$ cat src/design/nshi_pkg.sv
// Shared types, constants and lookup tables for the noisy sample-hold integrator.
package nshi_pkg;

    // Table geometry
    localparam int NOISE_TABLE_POINTS_DEF = 8;
    localparam int TAB_LEN                = 16;
    localparam int TAB_IDX_W              = 4;

    // Noise level to deviation curve, V units (deviation already times 4)
    localparam logic signed [15:0] TAB_X [TAB_LEN] = '{
        -16'sd20480, 16'sd0, 16'sd2048, 16'sd4096, 16'sd6144, 16'sd8192,
        16'sd10240, 16'sd10342, 16'sd10342, 16'sd10342, 16'sd10342,
        16'sd10342, 16'sd10342, 16'sd10342, 16'sd10342, 16'sd10342 };
    localparam logic signed [15:0] TAB_Y [TAB_LEN] = '{
        16'sd12288, 16'sd8192, 16'sd7660, 16'sd7029, 16'sd6078, 16'sd4440,
        16'sd587, 16'sd0, 16'sd0, 16'sd0, 16'sd0,
        16'sd0, 16'sd0, 16'sd0, 16'sd0, 16'sd0 };

    // Voltage scaling, 1/2048 V per step
    localparam int VMAX        = 20480;
    localparam int NOISE_BASE  = 10977;
    localparam int CLK_HIGH    = 10240;
    localparam int CLK_THRESH  = 2048;
    localparam int CLR_THRESH  = 5120;
    localparam int BUTTON_LVL  = 20480;
    localparam int AUTOCLR_LVL = 10240;
    localparam int DET_THRESH  = 975;
    localparam int INT_FRAC    = 24;

    // Datapath widths
    localparam int MUL_W    = 25;
    localparam int PROD_W   = 2 * MUL_W;
    localparam int DX_W     = 15;
    localparam int DV_W     = 15;
    localparam int DY_W     = 13;
    localparam int DEV_W    = 14;
    localparam int DIV_Q_W  = 13;
    localparam int DIV_N_W  = DX_W + DIV_Q_W - 1;
    localparam int INT_W    = 40;
    localparam int MAG_W    = 39;
    localparam int MAG_LO_W = 20;
    localparam int LO_W     = MAG_LO_W + 17;
    localparam int DET_W    = 57;

    // Datapath operations
    typedef enum logic [3:0] {
        OP_NONE,
        OP_MUL_OFF,
        OP_MUL_NCV,
        OP_SEG,
        OP_MUL_SEG,
        OP_DIV_LOAD,
        OP_DIV_STEP,
        OP_DEV,
        OP_MUL_NOISE,
        OP_SIG,
        OP_MUL_RATE,
        OP_INTEG,
        OP_MAG,
        OP_DET_LO,
        OP_DET_HI,
        OP_FINISH
    } op_t;

    typedef struct packed {
        logic in_take;
        logic out_load;
        op_t  op;
    } cmd_t;

    typedef struct packed {
        logic out_free;
    } status_t;

    // Configuration register indexes
    typedef enum logic [2:0] {
        CFG_OFFSET_KNOB  = 3'd0,
        CFG_OFFSET_GAIN  = 3'd1,
        CFG_NOISE_GAIN   = 3'd2,
        CFG_NOISE_KNOB   = 3'd3,
        CFG_PHASE_INC    = 3'd4,
        CFG_RATE_STEP    = 3'd5,
        CFG_DETECT_GAIN  = 3'd6,
        CFG_AUTOCLEAR    = 3'd7
    } cfg_idx_t;

    typedef struct packed {
        logic signed [15:0] offset_knob_level;
        logic signed [15:0] offset_cv_gain;
        logic [16:0]        noise_cv_gain;
        logic [13:0]        noise_knob_level;
        logic [31:0]        phase_increment;
        logic [23:0]        rate_step;
        logic [16:0]        detect_gain;
        logic               autoclear_enable;
    } cfg_t;

endpackage

$ cat src/design/noisy_sample_hold_integrator.sv
// Top level of the noisy sample-hold integrator.
//
// One input transfer carries one audio sample's worth of control voltages,
// a unit Gaussian sample and the clock/clear levels; one output transfer
// returns out_level (integrator plus audio_in, clamped to +/-10 V) and the
// threshold detect. Voltages are 1/2048 V steps.
// Configuration writes go over the cfg channel (index, data) and are always
// taken; write only while the block is idle.
// Sequencing: an item runs through a fixed sequence on one shared 25x25
// multiplier, with a 13-step restoring divider for the curve interpolation.
// A new input is taken only after the current item's result has been loaded
// into the output register.
// in_ready is high only while the sequencer waits for an item, and stays
// high while a finished result waits in the output register.
// If the receiver stalls, the next item runs to its last step and holds
// there until the output register is free; nothing is dropped.
// Reset clears the integrator, held sample, clock phase, both triggers,
// the last detect and all configuration registers.
module noisy_sample_hold_integrator #(
    parameter int NOISE_TABLE_POINTS = nshi_pkg::NOISE_TABLE_POINTS_DEF
) (
    input  logic                clk,
    input  logic                rst_n,
    // input item
    input  logic                in_valid,
    output logic                in_ready,
    input  logic signed [15:0]  offset_cv,
    input  logic signed [15:0]  noise_cv,
    input  logic signed [15:0]  gauss_sample,
    input  logic                ext_clock_present,
    input  logic signed [15:0]  ext_clock_level,
    input  logic signed [15:0]  clear_level,
    input  logic                clear_button,
    input  logic signed [15:0]  audio_in,
    // result item
    output logic                out_valid,
    input  logic                out_ready,
    output logic signed [15:0]  out_level,
    output logic                detect,
    // configuration writes
    input  logic                cfg_valid,
    output logic                cfg_ready,
    input  logic [2:0]          cfg_index,
    input  logic [31:0]         cfg_data
);

    nshi_pkg::cfg_t     cfg;
    nshi_pkg::cmd_t     cmd;
    nshi_pkg::status_t  status;

    // register file
    nshi_cfg u_cfg (
        .clk       (clk),
        .rst_n     (rst_n),
        .cfg_valid (cfg_valid),
        .cfg_ready (cfg_ready),
        .cfg_index (cfg_index),
        .cfg_data  (cfg_data),
        .cfg       (cfg)
    );

    // sequencer: steps the datapath one operation per cycle, holding at the last step while the output register is full
    nshi_ctrl u_ctrl (
        .clk      (clk),
        .rst_n    (rst_n),
        .in_valid (in_valid),
        .in_ready (in_ready),
        .status   (status),
        .cmd      (cmd)
    );

    // arithmetic, state and output register
    nshi_dp #(
        .NOISE_TABLE_POINTS (NOISE_TABLE_POINTS)
    ) u_dp (
        .clk               (clk),
        .rst_n             (rst_n),
        .cmd               (cmd),
        .status            (status),
        .cfg               (cfg),
        .offset_cv         (offset_cv),
        .noise_cv          (noise_cv),
        .gauss_sample      (gauss_sample),
        .ext_clock_present (ext_clock_present),
        .ext_clock_level   (ext_clock_level),
        .clear_level       (clear_level),
        .clear_button      (clear_button),
        .audio_in          (audio_in),
        .out_ready         (out_ready),
        .out_valid         (out_valid),
        .out_level         (out_level),
        .detect            (detect)
    );

    // one item in flight: a transfer in is followed by a busy cycle
    assert property (@(posedge clk) disable iff (!rst_n)
        (in_valid && in_ready) |=> !in_ready)
        else $error("input taken while an item is in flight");

    // a result is never loaded over one the receiver has not taken
    assert property (@(posedge clk) disable iff (!rst_n)
        cmd.out_load |-> status.out_free)
        else $error("result register overwritten");

    // output stays within the +/-10 V clamp
    assert property (@(posedge clk) disable iff (!rst_n)
        out_valid |-> ((out_level <= 16'sd20480) && (out_level >= -16'sd20480)))
        else $error("out_level outside clamp range");

    // a result appears only after its final step
    assert property (@(posedge clk) disable iff (!rst_n)
        $rose(out_valid) |-> $past(cmd.out_load))
        else $error("result valid without a load");

endmodule

$ cat src/design/nshi_cfg.sv
// Configuration register file for the noisy sample-hold integrator.
module nshi_cfg (
    input  logic                clk,
    input  logic                rst_n,
    input  logic                cfg_valid,
    output logic                cfg_ready,
    input  logic [2:0]          cfg_index,
    input  logic [31:0]         cfg_data,
    output nshi_pkg::cfg_t      cfg
);

    nshi_pkg::cfg_t cfg_reg;
    nshi_pkg::cfg_t cfg_next;

    assign cfg_ready = 1'b1;
    assign cfg       = cfg_reg;

    always_comb
    begin
        cfg_next = cfg_reg;
        if (cfg_valid)
        begin
            unique case (cfg_index)
                nshi_pkg::CFG_OFFSET_KNOB: cfg_next.offset_knob_level = cfg_data[15:0];
                nshi_pkg::CFG_OFFSET_GAIN: cfg_next.offset_cv_gain    = cfg_data[15:0];
                nshi_pkg::CFG_NOISE_GAIN:  cfg_next.noise_cv_gain     = cfg_data[16:0];
                nshi_pkg::CFG_NOISE_KNOB:  cfg_next.noise_knob_level  = cfg_data[13:0];
                nshi_pkg::CFG_PHASE_INC:   cfg_next.phase_increment   = cfg_data[31:0];
                nshi_pkg::CFG_RATE_STEP:   cfg_next.rate_step         = cfg_data[23:0];
                nshi_pkg::CFG_DETECT_GAIN: cfg_next.detect_gain       = cfg_data[16:0];
                nshi_pkg::CFG_AUTOCLEAR:   cfg_next.autoclear_enable  = cfg_data[0];
                default:                   cfg_next = cfg_reg;
            endcase
        end
    end

    always_ff @(posedge clk or negedge rst_n)
    begin
        if (!rst_n)
            cfg_reg <= '0;
        else
            cfg_reg <= cfg_next;
    end

endmodule

$ cat src/design/nshi_ctrl.sv
// Sequencer for the noisy sample-hold integrator datapath.
module nshi_ctrl (
    input  logic                clk,
    input  logic                rst_n,
    input  logic                in_valid,
    output logic                in_ready,
    input  nshi_pkg::status_t   status,
    output nshi_pkg::cmd_t      cmd
);

    typedef enum logic [15:0] {
        S_IDLE      = 16'h0001,
        S_MUL_OFF   = 16'h0002,
        S_MUL_NCV   = 16'h0004,
        S_SEG       = 16'h0008,
        S_MUL_SEG   = 16'h0010,
        S_DIV_LOAD  = 16'h0020,
        S_DIV       = 16'h0040,
        S_DEV       = 16'h0080,
        S_MUL_NOISE = 16'h0100,
        S_SIG       = 16'h0200,
        S_MUL_RATE  = 16'h0400,
        S_INTEG     = 16'h0800,
        S_MAG       = 16'h1000,
        S_DET_LO    = 16'h2000,
        S_DET_HI    = 16'h4000,
        S_FINISH    = 16'h8000
    } state_t;

    localparam int CNT_W = $clog2(nshi_pkg::DIV_Q_W);

    state_t             state_reg;
    state_t             state_next;
    logic [CNT_W-1:0]   cnt_reg;
    logic [CNT_W-1:0]   cnt_next;

    assign in_ready = (state_reg == S_IDLE);

    always_comb
    begin
        state_next   = state_reg;
        cnt_next     = cnt_reg;
        cmd.in_take  = 1'b0;
        cmd.out_load = 1'b0;
        cmd.op       = nshi_pkg::OP_NONE;
        unique case (state_reg)
            S_IDLE:
            begin
                if (in_valid)
                begin
                    cmd.in_take = 1'b1;
                    state_next  = S_MUL_OFF;
                end
            end
            S_MUL_OFF:
            begin
                cmd.op     = nshi_pkg::OP_MUL_OFF;
                state_next = S_MUL_NCV;
            end
            S_MUL_NCV:
            begin
                cmd.op     = nshi_pkg::OP_MUL_NCV;
                state_next = S_SEG;
            end
            S_SEG:
            begin
                cmd.op     = nshi_pkg::OP_SEG;
                state_next = S_MUL_SEG;
            end
            S_MUL_SEG:
            begin
                cmd.op     = nshi_pkg::OP_MUL_SEG;
                state_next = S_DIV_LOAD;
            end
            S_DIV_LOAD:
            begin
                cmd.op     = nshi_pkg::OP_DIV_LOAD;
                cnt_next   = CNT_W'(nshi_pkg::DIV_Q_W - 1);
                state_next = S_DIV;
            end
            S_DIV:
            begin
                cmd.op   = nshi_pkg::OP_DIV_STEP;
                cnt_next = cnt_reg - 1'b1;
                if (cnt_reg == '0)
                    state_next = S_DEV;
            end
            S_DEV:
            begin
                cmd.op     = nshi_pkg::OP_DEV;
                state_next = S_MUL_NOISE;
            end
            S_MUL_NOISE:
            begin
                cmd.op     = nshi_pkg::OP_MUL_NOISE;
                state_next = S_SIG;
            end
            S_SIG:
            begin
                cmd.op     = nshi_pkg::OP_SIG;
                state_next = S_MUL_RATE;
            end
            S_MUL_RATE:
            begin
                cmd.op     = nshi_pkg::OP_MUL_RATE;
                state_next = S_INTEG;
            end
            S_INTEG:
            begin
                cmd.op     = nshi_pkg::OP_INTEG;
                state_next = S_MAG;
            end
            S_MAG:
            begin
                cmd.op     = nshi_pkg::OP_MAG;
                state_next = S_DET_LO;
            end
            S_DET_LO:
            begin
                cmd.op     = nshi_pkg::OP_DET_LO;
                state_next = S_DET_HI;
            end
            S_DET_HI:
            begin
                cmd.op     = nshi_pkg::OP_DET_HI;
                state_next = S_FINISH;
            end
            S_FINISH:
            begin
                // hold here until the output register can take the result
                if (status.out_free)
                begin
                    cmd.op       = nshi_pkg::OP_FINISH;
                    cmd.out_load = 1'b1;
                    state_next   = S_IDLE;
                end
            end
            default:
            begin
                state_next = S_IDLE;
            end
        endcase
    end

    always_ff @(posedge clk or negedge rst_n)
    begin
        if (!rst_n)
        begin
            state_reg <= S_IDLE;
            cnt_reg   <= '0;
        end
        else
        begin
            state_reg <= state_next;
            cnt_reg   <= cnt_next;
        end
    end

endmodule

$ cat src/design/nshi_dp.sv
// Datapath: shared multiplier, table lookup, divider, sample-hold and integrator.
module nshi_dp #(
    parameter int NOISE_TABLE_POINTS = nshi_pkg::NOISE_TABLE_POINTS_DEF
) (
    input  logic                clk,
    input  logic                rst_n,
    input  nshi_pkg::cmd_t      cmd,
    output nshi_pkg::status_t   status,
    input  nshi_pkg::cfg_t      cfg,
    input  logic signed [15:0]  offset_cv,
    input  logic signed [15:0]  noise_cv,
    input  logic signed [15:0]  gauss_sample,
    input  logic                ext_clock_present,
    input  logic signed [15:0]  ext_clock_level,
    input  logic signed [15:0]  clear_level,
    input  logic                clear_button,
    input  logic signed [15:0]  audio_in,
    input  logic                out_ready,
    output logic                out_valid,
    output logic signed [15:0]  out_level,
    output logic                detect
);

    localparam int NP = (NOISE_TABLE_POINTS < 2) ? 2 :
                        ((NOISE_TABLE_POINTS > nshi_pkg::TAB_LEN) ? nshi_pkg::TAB_LEN :
                         NOISE_TABLE_POINTS);
    localparam int IW = nshi_pkg::TAB_IDX_W;
    localparam int QW = nshi_pkg::DIV_Q_W;
    localparam int NW = nshi_pkg::DIV_N_W;
    localparam int PW = nshi_pkg::PROD_W;
    localparam int MW = nshi_pkg::MUL_W;
    localparam int XW = nshi_pkg::DX_W;
    localparam int VW = nshi_pkg::DV_W;
    localparam int YW = nshi_pkg::DY_W;
    localparam int EW = nshi_pkg::DEV_W;
    localparam int GW = nshi_pkg::INT_W;
    localparam int AW = nshi_pkg::MAG_W;
    localparam int LW = nshi_pkg::MAG_LO_W;
    localparam int OW = nshi_pkg::LO_W;
    localparam int DW = nshi_pkg::DET_W;

    localparam logic signed [GW:0] INT_LIM  = (GW+1)'(nshi_pkg::VMAX) <<< nshi_pkg::INT_FRAC;
    localparam logic [DW-1:0]       DET_LIM  = DW'(nshi_pkg::DET_THRESH) << (nshi_pkg::INT_FRAC + 16);

    function automatic logic signed [15:0] clamp_v(input logic signed [41:0] x);
        logic signed [41:0] lim;
        lim = 42'(nshi_pkg::VMAX);
        if (x > lim)
            return 16'(lim);
        else if (x < -lim)
            return 16'(-lim);
        else
            return 16'(x);
    endfunction

    function automatic logic schmitt(input logic st, input logic signed [17:0] lvl,
                                     input logic signed [17:0] hi);
        return st ? (lvl > 18'sd0) : (lvl >= hi);
    endfunction

    // latched input item
    logic signed [15:0]  off_cv_reg, ncv_reg, gauss_reg, ext_lvl_reg, clr_lvl_reg, audio_reg;
    logic                ext_present_reg, button_reg;

    // working registers
    logic signed [PW-1:0] prod_reg, prod_next;
    logic signed [15:0]   off_reg, off_next;
    logic [EW-1:0]        y0_reg, y0_next;
    logic                 dy_neg_reg, dy_neg_next;
    logic [YW-1:0]        dy_mag_reg, dy_mag_next;
    logic [VW-1:0]        dv_reg, dv_next;
    logic [XW-1:0]        dx_reg, dx_next;
    logic [NW-1:0]        rem_reg, rem_next;
    logic [NW-1:0]        dsh_reg, dsh_next;
    logic [QW-1:0]        q_reg, q_next;
    logic [EW-1:0]        dev_reg, dev_next;
    logic [AW-1:0]        mag_reg, mag_next;
    logic [OW-1:0]        lo_reg, lo_next;
    logic signed [15:0]   out_level_reg, out_level_next;
    logic                 detect_reg, detect_next;

    // state that survives between items
    logic [31:0]          phase_reg, phase_next;
    logic                 clk_trig_reg, clk_trig_next;
    logic                 clr_trig_reg, clr_trig_next;
    logic                 last_det_reg, last_det_next;
    logic signed [GW-1:0] integ_reg, integ_next;
    logic signed [15:0]   held_reg, held_next;
    logic                 out_valid_reg, out_valid_next;

    // shared multiplier
    logic signed [MW-1:0] mul_a, mul_b;
    logic signed [PW-1:0] mul_p;

    // step intermediates
    logic signed [17:0]   off_sum;
    logic signed [18:0]   lvl;
    logic [IW-1:0]        seg_i, seg_p;
    logic                 seg_found;
    logic                 lo_clamp, hi_clamp;
    logic signed [18:0]   seg_dv;
    logic signed [16:0]   seg_dx, seg_dy;
    logic                 div_ge;
    logic signed [17:0]   noise_raw;
    logic signed [15:0]   noise_v, sig_v;
    logic [32:0]          phase_sum;
    logic signed [17:0]   clk_lvl;
    logic signed [GW:0]   isum;
    logic signed [GW-1:0] iclamp;
    logic signed [17:0]   clr_sum;
    logic [DW-1:0]        det_total;
    logic signed [16:0]   out_sum;

    assign status.out_free = !out_valid_reg || out_ready;
    assign out_valid       = out_valid_reg;
    assign out_level       = out_level_reg;
    assign detect          = detect_reg;

    always_comb
    begin
        unique case (cmd.op)
            nshi_pkg::OP_MUL_OFF:
            begin
                mul_a = MW'(off_cv_reg);
                mul_b = MW'(cfg.offset_cv_gain);
            end
            nshi_pkg::OP_MUL_NCV:
            begin
                mul_a = MW'(ncv_reg);
                mul_b = $signed(MW'(cfg.noise_cv_gain));
            end
            nshi_pkg::OP_MUL_SEG:
            begin
                mul_a = $signed(MW'(dy_mag_reg));
                mul_b = $signed(MW'(dv_reg));
            end
            nshi_pkg::OP_MUL_NOISE:
            begin
                mul_a = $signed(MW'(dev_reg));
                mul_b = MW'(gauss_reg);
            end
            nshi_pkg::OP_MUL_RATE:
            begin
                mul_a = MW'(held_reg);
                mul_b = $signed(MW'(cfg.rate_step));
            end
            nshi_pkg::OP_DET_LO:
            begin
                mul_a = $signed(MW'(mag_reg[LW-1:0]));
                mul_b = $signed(MW'(cfg.detect_gain));
            end
            nshi_pkg::OP_DET_HI:
            begin
                mul_a = $signed(MW'(mag_reg[AW-1:LW]));
                mul_b = $signed(MW'(cfg.detect_gain));
            end
            default:
            begin
                mul_a = '0;
                mul_b = '0;
            end
        endcase
    end

    assign mul_p = mul_a * mul_b;

    // offset: floor(cv*gain/2^14) + knob
    assign off_sum = $signed(prod_reg[31:14]) + 18'(cfg.offset_knob_level);

    // noise level and table segment search
    assign lvl = 19'(nshi_pkg::NOISE_BASE)
               - (19'($signed(prod_reg[33:16])) + $signed(19'(cfg.noise_knob_level)));

    always_comb
    begin
        seg_i     = IW'(NP - 1);
        seg_found = 1'b0;
        for (int k = 1; k < NP - 1; k++)
        begin
            if (!seg_found && (lvl < 19'(nshi_pkg::TAB_X[k])))
            begin
                seg_i     = IW'(k);
                seg_found = 1'b1;
            end
        end
    end

    assign seg_p    = seg_i - 1'b1;
    assign lo_clamp = (lvl <= 19'(nshi_pkg::TAB_X[0]));
    assign hi_clamp = (lvl >= 19'(nshi_pkg::TAB_X[NP-1]));
    assign seg_dv   = lvl - 19'(nshi_pkg::TAB_X[seg_p]);
    assign seg_dx   = 17'(nshi_pkg::TAB_X[seg_i]) - 17'(nshi_pkg::TAB_X[seg_p]);
    assign seg_dy   = 17'(nshi_pkg::TAB_Y[seg_i]) - 17'(nshi_pkg::TAB_Y[seg_p]);

    // restoring divider, one quotient bit per step
    assign div_ge = (rem_reg >= dsh_reg);

    // noise, signal and clock
    assign noise_raw = $signed(prod_reg[29:12]);
    assign noise_v   = (dev_reg != '0) ? clamp_v(42'(noise_raw)) : 16'sd0;
    assign sig_v     = clamp_v(42'(noise_v) + 42'(off_reg));
    assign phase_sum = {1'b0, phase_reg} + {1'b0, cfg.phase_increment};
    assign clk_lvl   = ext_present_reg ? 18'(ext_lvl_reg) :
                       (phase_sum[32] ? 18'(nshi_pkg::CLK_HIGH) : 18'sd0);

    // integrator and clear
    assign isum    = (GW+1)'(integ_reg) + (GW+1)'($signed(prod_reg[GW-1:0]));
    assign iclamp  = (isum > INT_LIM) ? GW'(INT_LIM) :
                     ((isum < -INT_LIM) ? GW'(-INT_LIM) : GW'(isum));
    assign clr_sum = 18'(clr_lvl_reg)
                   + (button_reg ? 18'(nshi_pkg::BUTTON_LVL) : 18'sd0)
                   + ((cfg.autoclear_enable && last_det_reg) ?
                      18'(nshi_pkg::AUTOCLR_LVL) : 18'sd0);

    // detect and output
    assign det_total = DW'({prod_reg[OW-2:0], {LW{1'b0}}}) + DW'(lo_reg);
    assign out_sum   = 17'($signed(integ_reg[GW-1:nshi_pkg::INT_FRAC])) + 17'(audio_reg);

    always_comb
    begin
        prod_next      = prod_reg;
        off_next       = off_reg;
        y0_next        = y0_reg;
        dy_neg_next    = dy_neg_reg;
        dy_mag_next    = dy_mag_reg;
        dv_next        = dv_reg;
        dx_next        = dx_reg;
        rem_next       = rem_reg;
        dsh_next       = dsh_reg;
        q_next         = q_reg;
        dev_next       = dev_reg;
        mag_next       = mag_reg;
        lo_next        = lo_reg;
        out_level_next = out_level_reg;
        detect_next    = detect_reg;
        phase_next     = phase_reg;
        clk_trig_next  = clk_trig_reg;
        clr_trig_next  = clr_trig_reg;
        last_det_next  = last_det_reg;
        integ_next     = integ_reg;
        held_next      = held_reg;
        unique case (cmd.op)
            nshi_pkg::OP_MUL_OFF:
            begin
                prod_next = mul_p;
            end
            nshi_pkg::OP_MUL_NCV:
            begin
                prod_next = mul_p;
                off_next  = clamp_v(42'(off_sum));
            end
            nshi_pkg::OP_SEG:
            begin
                if (lo_clamp || hi_clamp)
                begin
                    // flat ends of the curve: zero numerator
                    y0_next     = lo_clamp ? EW'(nshi_pkg::TAB_Y[0]) :
                                             EW'(nshi_pkg::TAB_Y[NP-1]);
                    dy_neg_next = 1'b0;
                    dy_mag_next = '0;
                    dv_next     = '0;
                    dx_next     = XW'(1);
                end
                else
                begin
                    y0_next     = EW'(nshi_pkg::TAB_Y[seg_p]);
                    dy_neg_next = seg_dy[16];
                    dy_mag_next = seg_dy[16] ? YW'(-seg_dy) : YW'(seg_dy);
                    dv_next     = VW'(seg_dv);
                    dx_next     = XW'(seg_dx);
                end
            end
            nshi_pkg::OP_MUL_SEG:
            begin
                prod_next = mul_p;
            end
            nshi_pkg::OP_DIV_LOAD:
            begin
                rem_next = prod_reg[NW-1:0];
                dsh_next = {dx_reg, {(QW-1){1'b0}}};
                q_next   = '0;
            end
            nshi_pkg::OP_DIV_STEP:
            begin
                rem_next = div_ge ? (rem_reg - dsh_reg) : rem_reg;
                dsh_next = dsh_reg >> 1;
                q_next   = {q_reg[QW-2:0], div_ge};
            end
            nshi_pkg::OP_DEV:
            begin
                // quotient truncates toward zero on falling segments
                dev_next = dy_neg_reg ? (y0_reg - EW'(q_reg)) : (y0_reg + EW'(q_reg));
            end
            nshi_pkg::OP_MUL_NOISE:
            begin
                prod_next = mul_p;
            end
            nshi_pkg::OP_SIG:
            begin
                phase_next    = phase_sum[31:0];
                clk_trig_next = schmitt(clk_trig_reg, clk_lvl, 18'(nshi_pkg::CLK_THRESH));
                if (clk_trig_next)
                    held_next = sig_v;
            end
            nshi_pkg::OP_MUL_RATE:
            begin
                prod_next = mul_p;
            end
            nshi_pkg::OP_INTEG:
            begin
                clr_trig_next = schmitt(clr_trig_reg, clr_sum, 18'(nshi_pkg::CLR_THRESH));
                integ_next    = clr_trig_next ? '0 : iclamp;
            end
            nshi_pkg::OP_MAG:
            begin
                mag_next = integ_reg[GW-1] ? AW'(-integ_reg) : AW'(integ_reg);
            end
            nshi_pkg::OP_DET_LO:
            begin
                prod_next = mul_p;
            end
            nshi_pkg::OP_DET_HI:
            begin
                prod_next = mul_p;
                lo_next   = prod_reg[OW-1:0];
            end
            nshi_pkg::OP_FINISH:
            begin
                last_det_next  = (det_total >= DET_LIM);
                detect_next    = (det_total >= DET_LIM);
                out_level_next = clamp_v(42'(out_sum));
            end
            default:
            begin
                prod_next = prod_reg;
            end
        endcase
    end

    always_comb
    begin
        if (cmd.out_load)
            out_valid_next = 1'b1;
        else if (out_ready)
            out_valid_next = 1'b0;
        else
            out_valid_next = out_valid_reg;
    end

    always_ff @(posedge clk or negedge rst_n)
    begin
        if (!rst_n)
        begin
            phase_reg     <= '0;
            clk_trig_reg  <= 1'b0;
            clr_trig_reg  <= 1'b0;
            last_det_reg  <= 1'b0;
            integ_reg     <= '0;
            held_reg      <= '0;
            out_valid_reg <= 1'b0;
        end
        else
        begin
            phase_reg     <= phase_next;
            clk_trig_reg  <= clk_trig_next;
            clr_trig_reg  <= clr_trig_next;
            last_det_reg  <= last_det_next;
            integ_reg     <= integ_next;
            held_reg      <= held_next;
            out_valid_reg <= out_valid_next;
        end
    end

    always_ff @(posedge clk)
    begin
        if (cmd.in_take)
        begin
            off_cv_reg      <= offset_cv;
            ncv_reg         <= noise_cv;
            gauss_reg       <= gauss_sample;
            ext_present_reg <= ext_clock_present;
            ext_lvl_reg     <= ext_clock_level;
            clr_lvl_reg     <= clear_level;
            button_reg      <= clear_button;
            audio_reg       <= audio_in;
        end
        prod_reg      <= prod_next;
        off_reg       <= off_next;
        y0_reg        <= y0_next;
        dy_neg_reg    <= dy_neg_next;
        dy_mag_reg    <= dy_mag_next;
        dv_reg        <= dv_next;
        dx_reg        <= dx_next;
        rem_reg       <= rem_next;
        dsh_reg       <= dsh_next;
        q_reg         <= q_next;
        dev_reg       <= dev_next;
        mag_reg       <= mag_next;
        lo_reg        <= lo_next;
        out_level_reg <= out_level_next;
        detect_reg    <= detect_next;
    end

endmodule
$ cat config.mk
export PLATFORM = sky130hd
export DESIGN_NAME = noisy_sample_hold_integrator
export DESIGN_NICKNAME = d
export VERILOG_FILES = /design/src/design/nshi_pkg.sv /design/src/design/noisy_sample_hold_integrator.sv /design/src/design/nshi_cfg.sv /design/src/design/nshi_ctrl.sv /design/src/design/nshi_dp.sv
export SDC_FILE = /design/constraint.sdc
export NUM_CORES = 2
export LEC_CHECK = 0
export BUFFER_PORTS_ARGS = -buffer_cell sky130_fd_sc_hd__buf_4
export CELL_PAD_IN_SITES_DETAIL_PLACEMENT = 2
export CELL_PAD_IN_SITES_GLOBAL_PLACEMENT = 2
export CORE_MARGIN = 4
export CORE_UTILIZATION = 42
export DETAILED_ROUTE_END_ITERATION = 6
export PLACE_DENSITY = 0.9
export SYNTH_ARGS = -nofsm -noshare
export SYNTH_HDL_FRONTEND = slang
export SYNTH_SLANG_ARGS = --single-unit
$ cat constraint.sdc
create_clock -name clk -period 13.4 [get_ports clk]
set_input_delay 0.67 -clock clk [delete_from_list [all_inputs] [get_ports clk]]
set_output_delay 0.67 -clock clk [all_outputs]
set_load 0.05 [all_outputs]
==> summary.md <==
| Metric | Value |
|---|---|
| Post-synth EDFFs | 356 |
| Clk_skew | 0.0419 ns |
| Crit-path max FO | 21 |
| CTS Buf Count | 75 |
| Wire per inst | 40.0 um |
| Cell depth of the worst setup path | 31 |
| Synth unique cells | 96 |
| Final Setup Violations | 0 |
| Core area | 126000 um^2 |
| Final HPWL DP | 190 mm |
| CP arrival | 13.50 ns |
| Number of iterations in the first detailed-routing pass | 7 |
| Clock slew at reported path FFs | 0.07 ns |
| Fillers | 13100 |
| DRC viols | 1 |
| Ys Warns | 0 |
| Starting Density | 42.4% |
| # port buffers | 156 |
| Full die area | 133000 um^2 |
| Boundary Pins | 158 |
| Seq/Total Area, Yosys | 31.7% |
| Slowest stage cell, crit path | nor3b_4 |
| Most common cell after layout, fill and taps aside | inv_1 |
| Reg area | 16900 um^2 |
| Initial antenna violation count | 27 |
| Grt ovf | 0 |
| RSZ-0062 raised after global routing | false |
| Worst-Margin Slew | 1.42 ns |
| Slowest Stage Delay on Critical Path | 0.76 ns |
| Final instance area | 59400 um^2 |
| Outcome | finished, violations left |
| FMAX | 76.3 MHz |
| Ys async rst share | 41.2% |
| Largest family of logic cells by synthesized area | adder cells |
| Deepest clock path buffer count | 3 |
| Crit end category | register |
| Share of the synthesized area in the top cell type | 20.0% |
| WS Path Type | reg -> reg |
| Compound-cell area share of the yosys netlist | 12.2% |
| Layout area overhead | 11.2% |
| CP bufs+invs | 6 |
| H-tree lvl count | 3 |
| Max rail drop VDD | 0.000166 V |
| Pins Over Slew Limit | 0 |
| Post-Synth Adder-Cell Area | 28.2% |
| Pwr/cell area | 185 nW/um^2 |
| GRT Total Usage | 43.7% |
| Fraction of the mapped netlist area in simple logic gates | 13.5% |
| Worst Path Required | 13.79 ns |
| Nets | 6623 |
| Post-Syn Area | 53400 um^2 |
| Clk sinks | 605 |
| Mapped Nets | 6472 |
| Synth area leaders | edfxtp_1 20%, fa_1 19%, dfrtp_1 12%, ha_1 9.0%, inv_1 5.8% |
| Failing checks | DRC |
| Placed cell areas | 56900 um^2 |
| XOR/XNOR Fraction of Synth Area | 4.26% |
| Mux cell area share after synthesis | 3.12% |
| Final Cycle Share | 97.8% |
| Final Non-Filler Cells | 7314 |
| DR vias/cell | 6.86 |
| Max reg flops | 137 |
| CP Launch Type | register |
| Root Buffer | clkbuf_16 |
| Layout cell share with drive strength beyond 1 | 10.6% |
| First-pass GRT wire length | 417 mm |
| Top delay family on crit path | simple AND/OR/NAND/NOR gates |
| Hold crit path type | in -> reg |
| Die Width | 365 um |
| Post-synth top area cell | edfxtp_1 |
| Row count | 130 |
| GP Congestion | 0.980 |
| CTS tree | done |
| Worst hold path depth | 1 |
| Gate Count Post-Synth | 5440 |
| Placed cell count | 7163 |
| Post-synth top flop | edfxtp_1 |
| Largest net degree at the start of global routing | 88 |
| First DRT Iteration DRCs | 6458 |
| Setup TNS Final | 0 ns |
| FF+latch count, synth | 605 |
| Vias in the first global route | 57200 |
| Depth of the worst register-to-register path | 31 |
| Clk Latency, worst-skew pair | 0.73 ns |
| Syn Area/Cell | 9.82 um^2 |
| Minimum clock period | 13.11 ns |
| Relative slew slack | 4.40% |
| Final Core Density | 47.2% |
| Area of the multi-input gates | 33000 um^2 |
| Die Span Y | 365 um |
| Final antenna-violating net count | 0 |
| Via count | 50200 |
| Most frequent CP cell | fa_1 |
| Number of max-cap violations | 0 |
| WL final | 293 mm |
| Leak Pwr | 26.9 nW |
| Most frequent cells in the layout | 823 x inv_1, 542 x nand2_1, 512 x fa_1 |
| Hold slack | 0.127 ns |
| Fin. Hold Viols | 0 |
## worst register-to-register path, delay by kind of cell, from the launching register on
kind                     cells  cell delay [ns]
AND/OR/NAND/NOR             11             4.98
adder cells (fa/ha/maj)      8             4.28
AO/OA/AOI/OAI                5             0.97
XOR/XNOR                     1             0.68
flip-flops                   1             0.55
buffers and inverters        6             1.32
## power by group
part,internal (W),switching [W]
combinational,0.00180,0.00432
sequential,0.00234,0.000341
clock,0.00119,0.000985
total,0.00534,0.00565
## area by class of cell
cell class	count	area share (%)
clock inverter	40	0.605
clock buffer	99	3.54
sequential	605	28.5
multi-input combinational	3837	55.5
timing repair buffer	247	3.14
inverter	825	5.21
tap	1650	3.48
antenna	11	0.0463
## synth_stat cells, types with 55 or more instances
cell      instances
edfxtp_1        356
inv_1           823
nand2_1         545
nand2b_1         55
a21o_1           81
ha_1            382
nor2b_1          61
xor2_1           73
fa_1            512
nor3_1           76
nor2_1          486
mux2_2          138
o21ai_0         229
xnor2_1         187
a21oi_1         198
clkbuf_1        151
dfrtp_1         248
## logic make-up after synthesis
family | Yosys count
flip-flops | 605
AO/OA/AOI/OAI | 974
AND/OR/NAND/NOR | 1558
adder cells (fa/ha/maj) | 895
multiplexers | 149
XOR/XNOR | 260
buffers and inverters | 998
other | 1
## timing repair
action	CTS	global route
hold endpoints to repair	10	0
buffers inserted	0	0
setup endpoints to repair	0	6
resized for setup	0	4
hold buffers	1	0
## per-layer routing
layer	up-vias	GRT usage (%)	wire, um
met5	-	1.09	264
met4	22	40.8	34300
met3	2022	16.0	33800
met2	4278	68.6	131000
met1	25200	45.3	93800
li1	18700	-	-
## per-stage QoR
step | setup slack [ns] | power [W]
final | 0.288 | 0.0110
after global routing | 0.0910 | 0.0111
after CTS | 0.154 | 0.0106
after detailed placement | 0.760 | 0.00797
after global placement | 1.81 | 0.00732
after floorplan | 3.34 | 0.00581
## final timing paths
kind,from,end,slack [ns]
worst max-delay path,u_ctrl.state_reg[3],u_dp.prod_reg[36],0.29
max in group asynchronous,rst_n,u_cfg.cfg[13],10.70
worst min-delay path,noise_cv[7],u_dp.ncv_reg[7],0.13
min in group asynchronous,rst_n,u_dp.integ_reg[15],0.52
worst min register to register,u_dp.held_reg[13],u_dp.held_reg[13],0.52
worst max register to register,u_ctrl.state_reg[3],u_dp.prod_reg[36],0.29
(Power assumes the default switching activity.)
